<file path="src/utcal_pkg.sv">
// package: sequencer states, widths and constant tables for the calendar converter
package utcal_pkg;

  // seconds from 1970-01-01 to 2000-01-01
  localparam logic [31:0] EPOCH_2000 = 32'd946684800;

  // width of the shared subtract/compare unit, of the day count and of the seconds count
  localparam int unsigned ALU_W  = 32;
  localparam int unsigned DAYS_W = 16;
  localparam int unsigned QUO_W  = 32;

  // reciprocal multiplier: 30-bit dividend times 31-bit reciprocal
  localparam int unsigned MUL_W   = 30;
  localparam int unsigned RECIP_W = 31;
  localparam int unsigned PROD_W  = MUL_W + RECIP_W;

  localparam logic [ALU_W-1:0] DAYS_PER_YEAR = 32'd365;

  // ceil(2^34 / 15) and ceil(2^32 / 3), exact for any 30-bit dividend
  localparam logic [RECIP_W-1:0] RECIP_15 = 31'd1145324613;
  localparam logic [RECIP_W-1:0] RECIP_3  = 31'd1431655766;

  // division passes: seconds, minutes, hours
  typedef enum logic [1:0] {
    DIV_SEC  = 2'd0,
    DIV_MIN  = 2'd1,
    DIV_HOUR = 2'd2
  } div_sel_t;

  typedef enum logic [2:0] {
    S_IDLE  = 3'd0,
    S_DIV   = 3'd1,
    S_YEAR  = 3'd2,
    S_MONTH = 3'd3,
    S_DONE  = 3'd4,
    S_REM   = 3'd5
  } state_t;

  // reciprocal of the odd part of each divisor: /60 is >>2 then /15, /24 is >>3 then /3
  function automatic logic [RECIP_W-1:0] recip(input div_sel_t sel);
    logic [RECIP_W-1:0] r;
    case (sel)
      DIV_HOUR: r = RECIP_3;
      default:  r = RECIP_15;
    endcase
    return r;
  endfunction

  // quotient times the divisor of each pass, shifts and one add or subtract
  function automatic logic [ALU_W-1:0] times_divisor(input div_sel_t sel,
                                                     input logic [ALU_W-1:0] q);
    logic [ALU_W-1:0] p;
    case (sel)
      DIV_HOUR: p = {q[ALU_W-5:0], 4'd0} + {q[ALU_W-4:0], 3'd0};
      default:  p = {q[ALU_W-7:0], 6'd0} - {q[ALU_W-3:0], 2'd0};
    endcase
    return p;
  endfunction

  // days in a month of a common year, 1 is January
  function automatic logic [4:0] month_len(input logic [3:0] mon);
    logic [4:0] len;
    case (mon)
      4'd2:    len = 5'd28;
      4'd4:    len = 5'd30;
      4'd6:    len = 5'd30;
      4'd9:    len = 5'd30;
      4'd11:   len = 5'd30;
      default: len = 5'd31;
    endcase
    return len;
  endfunction

endpackage

</file>
<file path="src/unix_time_to_calendar_top.sv">
// top level: iterative unix time to calendar converter around one shared subtract/compare unit
// sequence: three division passes (reciprocal multiply, then remainder, for /60 /60 /24), then
//   one year step per whole year plus a final one, and one month step per month of the result;
//   done follows the last month step, or comes right after the accepting edge for inputs before 2000
// one conversion at a time: busy stays high through done, and the next start is accepted back in idle
// reset: synchronous active-high rst returns the sequencer to idle; result fields are not reset
module unix_time_to_calendar_top (
  input  logic        clk,
  input  logic        rst,
  input  logic        start,
  output logic        busy,
  input  logic [31:0] epoch_seconds,
  output logic        done,
  output logic [5:0]  second,
  output logic [5:0]  minute,
  output logic [4:0]  hour,
  output logic [4:0]  day_of_month,
  output logic [3:0]  month,
  output logic [6:0]  year_offset,
  output logic        out_of_range
);

  utcal_pkg::state_t   state, state_next;
  utcal_pkg::div_sel_t div_sel;

  logic [utcal_pkg::QUO_W-1:0]  quo;
  logic [utcal_pkg::PROD_W-1:0] prod;
  logic [utcal_pkg::DAYS_W-1:0] days;
  logic [6:0]                   year;
  logic [3:0]                   mon;
  logic                         leap;

  logic [utcal_pkg::MUL_W-1:0] mul_in;
  logic [utcal_pkg::QUO_W-1:0] quot;
  logic [utcal_pkg::ALU_W-1:0] op_a, op_b;
  logic [utcal_pkg::ALU_W:0]   diff;
  logic                        borrow;
  logic                        accept;
  logic                        below_2000;
  logic [4:0]                  mlen;
  logic                        month_stop;

  assign accept     = start && !busy;
  assign below_2000 = epoch_seconds < utcal_pkg::EPOCH_2000;
  assign leap       = (year[1:0] == 2'b00);

  // month length with leap day
  always_comb begin
    mlen = utcal_pkg::month_len(mon);
    if (leap && mon == 4'd2) begin
      mlen = 5'd29;
    end
  end

  // dividend pre-shift and quotient pick for the reciprocal multiply
  always_comb begin
    if (div_sel == utcal_pkg::DIV_HOUR) begin
      mul_in = {1'b0, quo[utcal_pkg::QUO_W-1:3]};
      quot   = {3'd0, prod[utcal_pkg::PROD_W-1:32]};
    end else begin
      mul_in = quo[utcal_pkg::QUO_W-1:2];
      quot   = {5'd0, prod[utcal_pkg::PROD_W-1:34]};
    end
  end

  // shared subtract/compare unit operand select
  always_comb begin
    op_a = '0;
    op_b = '0;
    case (state)
      utcal_pkg::S_REM: begin
        op_a = quo;
        op_b = utcal_pkg::times_divisor(div_sel, quot);
      end
      utcal_pkg::S_YEAR: begin
        op_a = {16'd0, days};
        op_b = utcal_pkg::DAYS_PER_YEAR + {31'd0, leap};
      end
      utcal_pkg::S_MONTH: begin
        op_a = {16'd0, days};
        op_b = {27'd0, mlen};
      end
      default: begin
        op_a = '0;
        op_b = '0;
      end
    endcase
  end

  assign diff       = {1'b0, op_a} - {1'b0, op_b};
  assign borrow     = diff[utcal_pkg::ALU_W];
  assign month_stop = borrow || (mon == 4'd12);

  // next state
  always_comb begin
    state_next = state;
    case (state)
      utcal_pkg::S_IDLE: begin
        if (accept) begin
          state_next = below_2000 ? utcal_pkg::S_DONE : utcal_pkg::S_DIV;
        end
      end
      utcal_pkg::S_DIV: begin
        state_next = utcal_pkg::S_REM;
      end
      utcal_pkg::S_REM: begin
        if (div_sel == utcal_pkg::DIV_HOUR) begin
          state_next = utcal_pkg::S_YEAR;
        end else begin
          state_next = utcal_pkg::S_DIV;
        end
      end
      utcal_pkg::S_YEAR: begin
        if (borrow) begin
          state_next = utcal_pkg::S_MONTH;
        end
      end
      utcal_pkg::S_MONTH: begin
        if (month_stop) begin
          state_next = utcal_pkg::S_DONE;
        end
      end
      utcal_pkg::S_DONE: begin
        state_next = utcal_pkg::S_IDLE;
      end
      default: begin
        state_next = utcal_pkg::S_IDLE;
      end
    endcase
  end

  // handshake outputs
  always_comb begin
    busy = (state != utcal_pkg::S_IDLE);
    done = (state == utcal_pkg::S_DONE);
  end

  // sequencer state
  always_ff @(posedge clk) begin
    if (rst) begin
      state <= utcal_pkg::S_IDLE;
    end else begin
      state <= state_next;
    end
  end

  // datapath registers
  always_ff @(posedge clk) begin
    case (state)
      utcal_pkg::S_IDLE: begin
        if (accept) begin
          quo          <= epoch_seconds - utcal_pkg::EPOCH_2000;
          div_sel      <= utcal_pkg::DIV_SEC;
          second       <= '0;
          minute       <= '0;
          hour         <= '0;
          day_of_month <= '0;
          month        <= '0;
          year_offset  <= '0;
          out_of_range <= below_2000;
        end
      end
      utcal_pkg::S_DIV: begin
        // quotient by reciprocal multiplication
        prod <= {31'd0, mul_in} * {30'd0, utcal_pkg::recip(div_sel)};
      end
      utcal_pkg::S_REM: begin
        // remainder is the dividend minus quotient times divisor
        quo <= quot;
        case (div_sel)
          utcal_pkg::DIV_SEC: begin
            second  <= diff[5:0];
            div_sel <= utcal_pkg::DIV_MIN;
          end
          utcal_pkg::DIV_MIN: begin
            minute  <= diff[5:0];
            div_sel <= utcal_pkg::DIV_HOUR;
          end
          default: begin
            hour <= diff[4:0];
            days <= quot[utcal_pkg::DAYS_W-1:0];
            year <= '0;
          end
        endcase
      end
      utcal_pkg::S_YEAR: begin
        // subtract whole years until the remaining days fit
        if (borrow) begin
          mon <= 4'd1;
        end else begin
          days <= diff[utcal_pkg::DAYS_W-1:0];
          year <= year + 7'd1;
        end
      end
      utcal_pkg::S_MONTH: begin
        // subtract whole months; December takes the rest
        if (month_stop) begin
          day_of_month <= days[4:0] + 5'd1;
          month        <= mon;
          year_offset  <= year;
        end else begin
          days <= diff[utcal_pkg::DAYS_W-1:0];
          mon  <= mon + 4'd1;
        end
      end
      default: begin
      end
    endcase
  end

  // checks
  a_accept_busy: assert property (@(posedge clk) disable iff (rst)
    accept |=> busy)
    else $error("busy not raised after transaction accepted");

  a_done_pulse: assert property (@(posedge clk) disable iff (rst)
    done |=> !done)
    else $error("done strobe longer than one cycle");

  a_oor_zero: assert property (@(posedge clk) disable iff (rst)
    (done && out_of_range) |-> (second == 6'd0 && minute == 6'd0 && hour == 5'd0 &&
      day_of_month == 5'd0 && month == 4'd0 && year_offset == 7'd0))
    else $error("out of range result with nonzero fields");

  a_date_valid: assert property (@(posedge clk) disable iff (rst)
    (done && !out_of_range) |-> (month != 4'd0 && month <= 4'd12 &&
      day_of_month != 5'd0 && hour <= 5'd23 && minute <= 6'd59 && second <= 6'd59))
    else $error("calendar fields out of range");

endmodule

</file>
<file path="config.mk">
export PLATFORM = sky130hd
export DESIGN_NAME = unix_time_to_calendar_top
export DESIGN_NICKNAME = d
export VERILOG_FILES = /design/src/utcal_pkg.sv /design/src/unix_time_to_calendar_top.sv
export SDC_FILE = /design/constraint.sdc
export NUM_CORES = 1
export LEC_CHECK = 0
export ABC_CLOCK_PERIOD_IN_PS = 10440
export BUFFER_PORTS_ARGS = -buffer_cell sky130_fd_sc_hd__buf_2
export CORE_AREA = 2 2 199 201
export DETAILED_ROUTE_END_ITERATION = 7
export DIE_AREA = 0 0 201 203
export PLACE_DENSITY = 0.83
export SYNTH_ARGS = -nofsm -noshare
export SYNTH_HDL_FRONTEND = slang
export SYNTH_SLANG_ARGS = --single-unit
</file>
<file path="constraint.sdc">
create_clock -name clk -period 10.44 [get_ports clk]
set_input_delay 1.044 -clock clk [delete_from_list [all_inputs] [get_ports clk]]
set_output_delay 1.044 -clock clk [all_outputs]
set_load 0.005 [all_outputs]
</file>
; ---- After elaboration in Yosys (flattened, before gate mapping)
; Cells that the tools add are included.
[totals]
ff_bits = 159
latchBits = 0
ramBits = 0
rom_bits = 0
in_bits = 35
memories = 0
[op_classes]
add_sub_neg = 8
n_mul = 1
n_div = 0
magnitude_cmp = 1
n_eq_ne = 22
shifts = 0
mux = 46
n_bitwise = 0
reduce_logical = 27
[op_table]
columns = cell, n
row1 = $pmux 32 s2, 2
row2 = $pmux 32 s3, 1
row3 = $mux 32, 2
row4 = $mul 30x31->61, 1
row5 = $mux 29, 2
row6 = $mux 16, 3
row7 = $pmux 16 s3, 1
row8 = $sub 32x32->33, 1
row9 = $add 32x32->32, 1
row10 = $lt 32x30->1 const B, 1
row11 = $sub 32x30->32 const B, 1
row12 = $sub 32x32->32, 1
row13 = $mux 31, 1
row14 = $mux 30, 1
row15 = $mux 7, 4
row16 = $pmux 7 s2, 2
row17 = $pmux 6 s2, 2
row18 = $reduce_and 3->1, 8
row19 = $mux 5, 4
row20 = $pmux 5 s2, 2
row21 = $mux 6, 3
row22 = $mux 4, 4
row23 = $ne 2x2->1 const B, 8
row24 = $pmux 4 s2, 2
row25 = 28 further kinds, 47

; ---- Longest topological paths before layout
; Gate-level depths: netlist of run 1.
[depth]
ltp_word = 9
depth_mapped = 31

; ---- Worst setup path before layout of run 1
; OpenSTA, ideal clock, no wires.
[synth_timing]
path_type = reg-to-reg
from = register div_sel[1]
to = register prod[57] (netlist bit), data pin
t_arrival_ps = 7602
slack_ps = 2575
path_stages_with_launch = 31
n_path_buf = 2
cell_sequence = edfxtp_1 nor2b_1 buf_2 clkbuf_1 and2_1 or2_2 ha_1 inv_1 fa_1 inv_1 fa_1 inv_1 fa_1 fa_1 inv_1 fa_1 inv_1 fa_1 inv_1 ha_1 ha_1 a21o_1 a21o_1 a221o_1 a21oi_2 o31a_4 a31oi_4 a2111oi_4 nor2_2 a21o_1 xor2_1
[synth_between]
elab_chain_len = 4
elab_cells_between_ends = 5
cone_classes = mul: 1 / eq/ne: 1 / mux: 3
[synth_rtl]
columns = item, line
row1 = start: declaration, unix_time_to_calendar_top.sv:24  ; utcal_pkg::div_sel_t div_sel;
row2 = start signal: assignment, unix_time_to_calendar_top.sv:153  ; div_sel <= utcal_pkg::DIV_SEC;
row3 = start signal: assignment, unix_time_to_calendar_top.sv:173  ; div_sel <= utcal_pkg::DIV_MIN;
row4 = start signal: assignment, unix_time_to_calendar_top.sv:177  ; div_sel <= utcal_pkg::DIV_HOUR;
row5 = $eq 2x2->1 *, "utcal_pkg.sv:42, unix_time_to_calendar_top.sv:57"
row6 = $mux 29, utcal_pkg.sv:42  ; case (sel)
row7 = $mux 31, unix_time_to_calendar_top.sv:149  ; case (state)
row8 = $mul 30x31->61 *, unix_time_to_calendar_top.sv:165  ; prod <= {31'd0, mul_in} * {30'd0, utcal_pkg::recip(div_sel)};
row9 = end signal: assignment, unix_time_to_calendar_top.sv:165
row10 = end: declaration, unix_time_to_calendar_top.sv:27  ; logic [utcal_pkg::PROD_W-1:0] prod;
; Every way passes the cells marked *; elsewhere a longest branch is shown, timed or not. The select of a mux whose other input is x is not followed.
; A chain may end at the register's enable or synchronous reset.

; ---- Final worst setup path of run 1
[layout_timing]
from = register div_sel[0]
to = register prod[49] (netlist bit), data pin
; The elaborated chain is that of the path after synthesis.

==> impl_table.tex, run 1 <==
\begin{tabular}{lr}
\hline
Metric & Value \\
\hline
\multicolumn{2}{l}{\textbf{Status}} \\
\quad Status & finished, final reports clean \\
\multicolumn{2}{l}{\textbf{Floorplanning}} \\
\quad Chip Height & 203 microns \\
\quad Effective utilization at floorplan & 0.594 \\
\quad Horizontal extent of the die & 201 microns \\
\quad Full die area & 40,800 sq um \\
\quad Row cnt & 72 \\
\quad I/O pin count & 71 \\
\quad Core region area & 38,500 sq um \\
\multicolumn{2}{l}{\textbf{Placement}} \\
\quad Post-DP HPWL & 49,100 microns \\
\quad Number of buffer cells added on primary ports & 70 \\
\quad Placed Instances & 2,935 \\
\quad Routability congestion estimate & 0.968 \\
\multicolumn{2}{l}{\textbf{Routing}} \\
\quad Sum of routed wire length over all layers & $\sim$58,000 microns \\
\quad Overall via count from detail\_route & 17,500 \\
\quad Initial DRC count & about 1,300 \\
\quad Routed length per placed instance & 19.5 microns \\
\quad Via/cell ratio & 5.90 \\
\quad Count of antenna-violating nets left after detailed routing & 0 \\
\quad First-pass iteration count of the detailed router & 6 \\
\quad Drc violations & 0 \\
\multicolumn{2}{l}{\textbf{Finish}} \\
\quad Diode insertion count for antenna repair & 0 \\
\quad Final nets & 3,130 \\
\quad Post-Layout Cell Count & 2,967 \\
\quad Number of inserted filler cells in the final layout & roughly 3,100 \\
\quad Final cell utilization of the core & 0.631 \\
\quad Proportion of layout cells with a drive suffix above 1 & 0.0649 \\
\quad Area Overhead vs Synth & 6.22\% \\
\multicolumn{2}{l}{\textbf{Global route}} \\
\quad Global-route usage over all layers & 0.290 \\
\quad Via count of the first global-routing pass & $\sim$18,000 \\
\quad Global-route wire length before repair & 93,200 microns \\
\quad Largest net degree at the start of global routing & 83 \\
\quad Antenna violations before repair & 0 \\
\quad GRT Residual Overflow & 0 \\
\multicolumn{2}{l}{\textbf{Clock tree}} \\
\quad Clock tree sinks & 127 \\
\quad Clk buf depth & 2 \\
\quad Clock-pin slew on the worst setup and hold paths & about 0.070 ns \\
\quad Post-cts resize count & 0 \\
\quad Clock insertion delay at the later pin of the skew report & 0.44 ns \\
\quad CTS tree & yes \\
\quad Hold\_buf cts & 0 \\
\quad Clock buffer count from CTS & 17 \\
\quad H-Tree Level Count & 4 \\
\quad Setup fix buffers added after clock tree synthesis & 0 \\
\quad Clock root cell & clkbuf\_16 \\
\multicolumn{2}{l}{\textbf{Yosys}} \\
\quad Dominant cells by area after synthesis & fa\_1, ha\_1, edfxtp\_1, inv\_1, a21oi\_1 \\
\quad Most numerous cell in the Yosys netlist & inv\_1 \\
\quad Number of enable flip-flop cells after synthesis & 124 \\
\quad Cell Area, Synth & 22,900 sq um \\
\quad Yosys warnings & 0 \\
\quad Number of synthesized register bits & 127 \\
\quad Sequential element share of the synthesized area & 0.166 \\
\quad Commonest cells post-synth & inv\_1, ha\_1, fa\_1 \\
\quad Fraction of post-synthesis cell area in the top cell type by area & 0.233 \\
\quad Proportion of synthesized flip-flops having asynchronous set or reset & 0 \\
\quad Mapped Avg Cell Area & 9.49 sq um \\
\quad Ys flop type & edfxtp\_1 \\
\quad Yosys top cell by area & fa\_1 \\
\quad Post-synthesis instance total & between 2,000 and 2,500 \\
\quad Synth cell types & 75 \\
\multicolumn{2}{l}{\textbf{Flow run}} \\
\quad Max\_cap viols & 0 \\
\multicolumn{2}{l}{\textbf{Setup path}} \\
\quad Req. time, crit path & 10.63 ns \\
\quad Slowest Stage Delay on Critical Path & between 0.7 and 0.8 ns \\
\quad Worst path arrival time & 8.92 ns \\
\quad CP most frequent cell & fa\_1 \\
\quad Launching element type of the critical path & flop \\
\quad Maximum fanout along the worst path & 27 \\
\quad Critical path's slowest cell & fa\_1 \\
\quad Critical path class & flop to flop \\
\quad Reg2Reg Launch Point & div\_sel[0]\$\_SDFFCE\_PN0P\_ \\
\quad Element type at the critical path end & flop \\
\quad Critical Path Start & div\_sel[0]\$\_SDFFCE\_PN0P\_ \\
\multicolumn{2}{l}{\textbf{Timing}} \\
\quad Final setup viols & 0 \\
\quad Post-Route Skew & 0.0125 ns \\
\quad Final hold vios & 0 \\
\quad Unrepaired setup endpoints after global routing & false \\
\quad Max Fclk & 0.115 GHz \\
\quad Max-slew headroom at the worst pin & 0.276 \\
\quad Min Clock Period, post-route & 8.73 ns \\
\quad Share of the cycle needed by the critical path after routing & 0.836 \\
\quad Worst-Margin Slew & 1.08 ns \\
\quad Fin. max-slew vios & 0 \\
\quad Fin Setup TNS & 0 ns \\
\quad Fin Hold WS & 0.619 ns \\
\multicolumn{2}{l}{\textbf{Worst hold path}} \\
\quad Class of the tightest hold or removal check & flop to flop \\
\quad Source of the worst hold timing path & year[0]\$\_SDFFCE\_PP0P\_ \\
\hline
\end{tabular}
[flip-flops by register name, indices dropped and copies added (netlist names), 6 cells and up]
register,cells
minute,6
year_offset,7
year,7
quo,32
prod,29
second,6
days,16
[layout by cell type (no fill, tap or decap), drive strengths merged, types with 53 or more instances in the layout]
cell type,count
a21oi,135
xnor2,69
ha,393
edfxtp,124
o21ai,93
nand2,133
fa,266
nor2,107
and2,53
inv,469
a21o,80
buf,78
[per-layer routing]
layer / global-route usage / vias up / share of wire
met4: 0.106 / 0 / 0.040
met3: 0.0432 / 154 / 0.066
li1: - / 8147 / -
met2: 0.497 / 660 / 0.48
met1: 0.373 / 8542 / 0.41
met5: 0 / - / 0
[final timing paths]
path	end	slack, ns	cells after the start
worst min-delay path	year[0]$_SDFFCE_PP0P_	0.62	1
worst min register to register	year[0]$_SDFFCE_PP0P_	0.62	1
worst max-delay path	prod[49]$_DFFE_PP_	1.71	28
worst max register to register	prod[49]$_DFFE_PP_	1.71	28
[logic make-up after synthesis]
logic type | after synthesis | share of synthesized area
xor+xnor | 116 | 0.0445
other cells | 2 | 0.000329
compound gates | 470 | 0.139
fa+ha+maj | 659 | 0.448
mux | 31 | 0.0139
simple gates | 466 | 0.101
flops | 127 | 0.166
buf+inv | 537 | 0.0884
[area by class of cell]
cell class                      instances  area (sq um)  area share
Tap cell                              518           648      0.0267
Multi-Input combinational cell       1753         17100       0.705
Timing Repair Buffer                   78           410      0.0169
Sequential cell                       127          3780       0.156
Clock inverter                         15           181     0.00747
Clock buffer                           17           425      0.0175
Inverter                              459          1720      0.0710
[worst max-delay path: cells and delay by family, from the launching register on]
family	cells	cell delay, ns
XOR/XNOR	1	0.08
flip-flops	1	0.47
buffers and inverters	6	0.50
AND/OR/NAND/NOR	4	1.48
adder cells (fa/ha/maj)	9	4.13
AO/OA/AOI/OAI	8	1.80
[through the flow]
| step | cell area (sq um) | setup slack (ns) |
|---|---|---|
| after floorplan | 22900 | 2.58 |
| after global placement | 23700 | 2.01 |
| after detailed placement | 23700 | 1.87 |
| after CTS | 24300 | 1.83 |
| after global routing | 24300 | 1.25 |
| final | 24300 | 1.71 |
Power of run 1 is left out: the tool's default activity adds up to more than one toggle a clock period on the data nets, which glitch-free logic cannot reach.
==> run 2, diff against run 1 <==
ABC_CLOCK_PERIOD_IN_PS = 7600   (was 10440)
CORE_AREA = 2 2 200 202   (was 2 2 199 201)
DIE_AREA = 0 0 202 204   (was 0 0 201 203)
PLACE_DENSITY = 0.86   (was 0.83)
clock period = 7.6 ns   (was 10.44 ns; I/O delays follow)
==> impl_table.tex, run 2 (synthesis gave the netlist of run 1 again) <==
\begin{tabular}{lr}
\hline
Metric & Value \\
\hline
\multicolumn{2}{l}{\textbf{Clock tree}} \\
\quad Clock insertion delay at the later pin of the skew report & 0.44 ns (about the same) \\
\quad H-Tree Level Count & 4 (unchanged) \\
\quad Clock-pin slew on the worst setup and hold paths & 0.07 ns (about the same) \\
\quad Clock root cell & clkbuf\_16 (unchanged) \\
\quad Hold\_buf cts & 0 (unchanged) \\
\quad CTS tree & yes (unchanged) \\
\quad Clk buf depth & 2 (unchanged) \\
\quad Clock tree sinks & 127 (unchanged) \\
\quad Clock buffer count from CTS & 17 (unchanged) \\
\multicolumn{2}{l}{\textbf{Finish}} \\
\quad Register with the most flip-flops & quo (unchanged) \\
\quad Area used by multi-input combinational logic & 18,000 sq um (was 17,100 sq um) \\
\quad Max FFs per register & 32 (unchanged) \\
\quad FF/Latch Area & 3780 sq um (unchanged) \\
\quad Number of inserted filler cells in the final layout & 2,603 (was 3,103) \\
\quad Diode insertion count for antenna repair & 0 (unchanged) \\
\quad Area Overhead vs Synth & 19.6\% (was 6.22\%) \\
\quad Largest registers in the final layout & quo: 32 flops, prod: 29 flops, days: 16 flops (unchanged) \\
\quad Most frequent standard cell in the layout excluding fill and tap cells & inv\_1 (unchanged) \\
\quad Post-Layout Cell Count & 3,238 (was 2,967) \\
\quad Final nets & 3,394 (was 3,130) \\
\quad Leading cell types in the layout, fill and taps excluded & inv\_1, ha\_1, buf\_4 (was inv\_1, ha\_1, fa\_1) \\
\quad Proportion of layout cells with a drive suffix above 1 & 0.214 (was 0.0649) \\
\multicolumn{2}{l}{\textbf{Timing}} \\
\quad Min Clock Period, post-route & 8.03 ns (was 8.73 ns) \\
\quad Fin. max-slew vios & 0 (unchanged) \\
\quad Worst-Margin Slew & 0.986 ns (was 1.08 ns) \\
\quad Final setup viols & 18 (was 0) \\
\quad Final hold vios & 0 (unchanged) \\
\quad Post-Route Skew & 0.0175 ns (was 0.0125 ns) \\
\quad Share of the cycle needed by the critical path after routing & 1.06 (was 0.836) \\
\quad Max-slew headroom at the worst pin & 0.337 (was 0.276) \\
\quad Unrepaired setup endpoints after global routing & true (was false) \\
\quad Max Fclk & 0.124 GHz (was 0.115 GHz) \\
\quad Final WS setup & -0.434 ns (was 1.71 ns) \\
\multicolumn{2}{l}{\textbf{Floorplanning}} \\
\quad Core region area & 39,200 sq um (was 38,500 sq um) \\
\quad Horizontal extent of the die & 202 microns (was 201 microns) \\
\quad Full die area & 41,200 sq um (was 40,800 sq um) \\
\quad I/O pin count & 71 (unchanged) \\
\quad Chip Height & 204 microns (was 203 microns) \\
\quad Effective utilization at floorplan & 0.583 (was 0.594) \\
\quad Row cnt & 73 (was 72) \\
\multicolumn{2}{l}{\textbf{Placement}} \\
\quad Post-DP HPWL & 53,500 microns (was 49,100 microns) \\
\quad Routability congestion estimate & 0.992 (was 0.968) \\
\quad Post-placement setup slack & -0.478 ns (was 1.87 ns) \\
\quad Number of buffer cells added on primary ports & 70 (unchanged) \\
\quad Placed Instances & 3,161 (was 2,935) \\
\multicolumn{2}{l}{\textbf{Flow run}} \\
\quad Max\_cap viols & 0 (unchanged) \\
\multicolumn{2}{l}{\textbf{Setup path}} \\
\quad Critical path class & flop to flop (unchanged) \\
\quad Worst path arrival time & 8.20 ns (was 8.92 ns) \\
\quad Launching element type of the critical path & flop (unchanged) \\
\quad CP most frequent cell & fa\_1 (unchanged) \\
\quad Worst reg2reg path depth & 30 (was 28) \\
\quad Reg2Reg Launch Point & div\_sel[0]\$\_SDFFCE\_PN0P\_ (unchanged) \\
\quad Critical Path Start & div\_sel[0]\$\_SDFFCE\_PN0P\_ (unchanged) \\
\quad Element type at the critical path end & flop (unchanged) \\
\quad Slowest Stage Delay on Critical Path & 0.60 ns (was 0.77 ns) \\
\quad Critical path's slowest cell & fa\_1 (unchanged) \\
\quad Req. time, crit path & 7.77 ns (was 10.63 ns) \\
\quad Maximum fanout along the worst path & 6 (was 27) \\
\multicolumn{2}{l}{\textbf{Status}} \\
\quad Status & finished, violations left (was finished, final reports clean) \\
\quad Violations in the final reports & negative setup slack \\
\multicolumn{2}{l}{\textbf{Worst hold path}} \\
\quad Class of the tightest hold or removal check & primary input to flop (was flop to flop) \\
\quad Source of the worst hold timing path & rst (was year[0]\$\_SDFFCE\_PP0P\_) \\
\quad Instance count along the most critical hold path & 2 (was 1) \\
\multicolumn{2}{l}{\textbf{Routing}} \\
\quad Sum of routed wire length over all layers & 70,600 microns (was 57,900 microns) \\
\quad Overall via count from detail\_route & 19,600 (was 17,500) \\
\quad Drc violations & 0 (unchanged) \\
\quad Count of antenna-violating nets left after detailed routing & 0 (unchanged) \\
\quad Routed length per placed instance & 21.8 microns (was 19.5 microns) \\
\quad Via/cell ratio & 6.05 (was 5.90) \\
\quad Initial DRC count & 1,782 (was 1,271) \\
\quad First-pass iteration count of the detailed router & 7 (was 6) \\
\multicolumn{2}{l}{\textbf{Global route}} \\
\quad GRT Residual Overflow & 0 (unchanged) \\
\quad Via count of the first global-routing pass & 20,400 (was 18,200) \\
\quad Global-route wire length before repair & 108,000 microns (was 93,200 microns) \\
\quad Largest net degree at the start of global routing & 72 (was 83) \\
\quad Global-route usage over all layers & 0.337 (was 0.290) \\
\quad Antenna violations before repair & 1 (was 0) \\
\hline
\end{tabular}
[run 2: cell count changes in the layout (fill, tap and decap cells not counted), moves of 25 or more]
cell / before / now
buf_4: 8 / 250
ha_1: 393 / 351
ha_4: 0 / 35
inv_1: 459 / 431
inv_2: 0 / 27
fa_1: 266 / 241
fa_2: 0 / 25
[run 2: layout make-up]
type	count	area share
Multi-Input combinational cell	1754	0.661
Clock buffer	17	0.0156
Timing Repair Buffer	341	0.0923
Tap cell	525	0.0240
Clock inverter	15	0.00582
Inverter	459	0.0632
Sequential cell	127	0.138
[run 2: path summary, 6_finish.rpt]
path	endpoint	slack, ns
setup / recovery	prod[57]$_DFFE_PP_	-0.43
hold / removal	state[0]$_SDFFE_PP0P_	0.55
setup reg to reg	prod[57]$_DFFE_PP_	-0.43
hold reg to reg	year_offset[6]$_SDFFCE_PP0P_	0.62
[run 2: timing repair]
item,CTS,global route
buffers inserted,28,19
endpoints found under the hold margin,0,0
gates resized for setup,120,81
pin swaps,79,79
cloned,2,1
endpoints found under the setup margin,25,72
[run 2: critical path: cells and delay by family, from the launching register on]
family	cells	cell delay (ns)
flops	1	0.44
fa+ha+maj	9	3.92
buf+inv	8	1.02
simple gates	6	0.88
xor+xnor	1	0.17
compound gates	6	1.32
[run 2: metrics by stage]
| stage | hold slack, ns | TNS (ns) | util | instance area (sq um) |
|---|---|---|---|---|
| final | 0.554 | -3.50 | 0.697 | 27300 |
| after global routing | 0.546 | -7.62 | 0.697 | 27300 |
| after CTS | 0.540 | -0.164 | 0.687 | 26900 |
| after detailed placement | 0.606 | -6.98 | 0.649 | 25400 |
| after global placement | 0.600 | -2.68 | 0.649 | 25400 |
| after floorplan | 0.571 | 0 | - | 23000 |
[run 2: metal layers]
layer  wire length, microns  vias up  global-route usage
li1                       -     8660                   -
met4                   5220        0               0.206
met1                  26200     9575               0.402
met5                      0        -                   0
met2                  34000     1025               0.577
met3                   5110      335              0.0512
Power of run 2 is left out for the same reason.
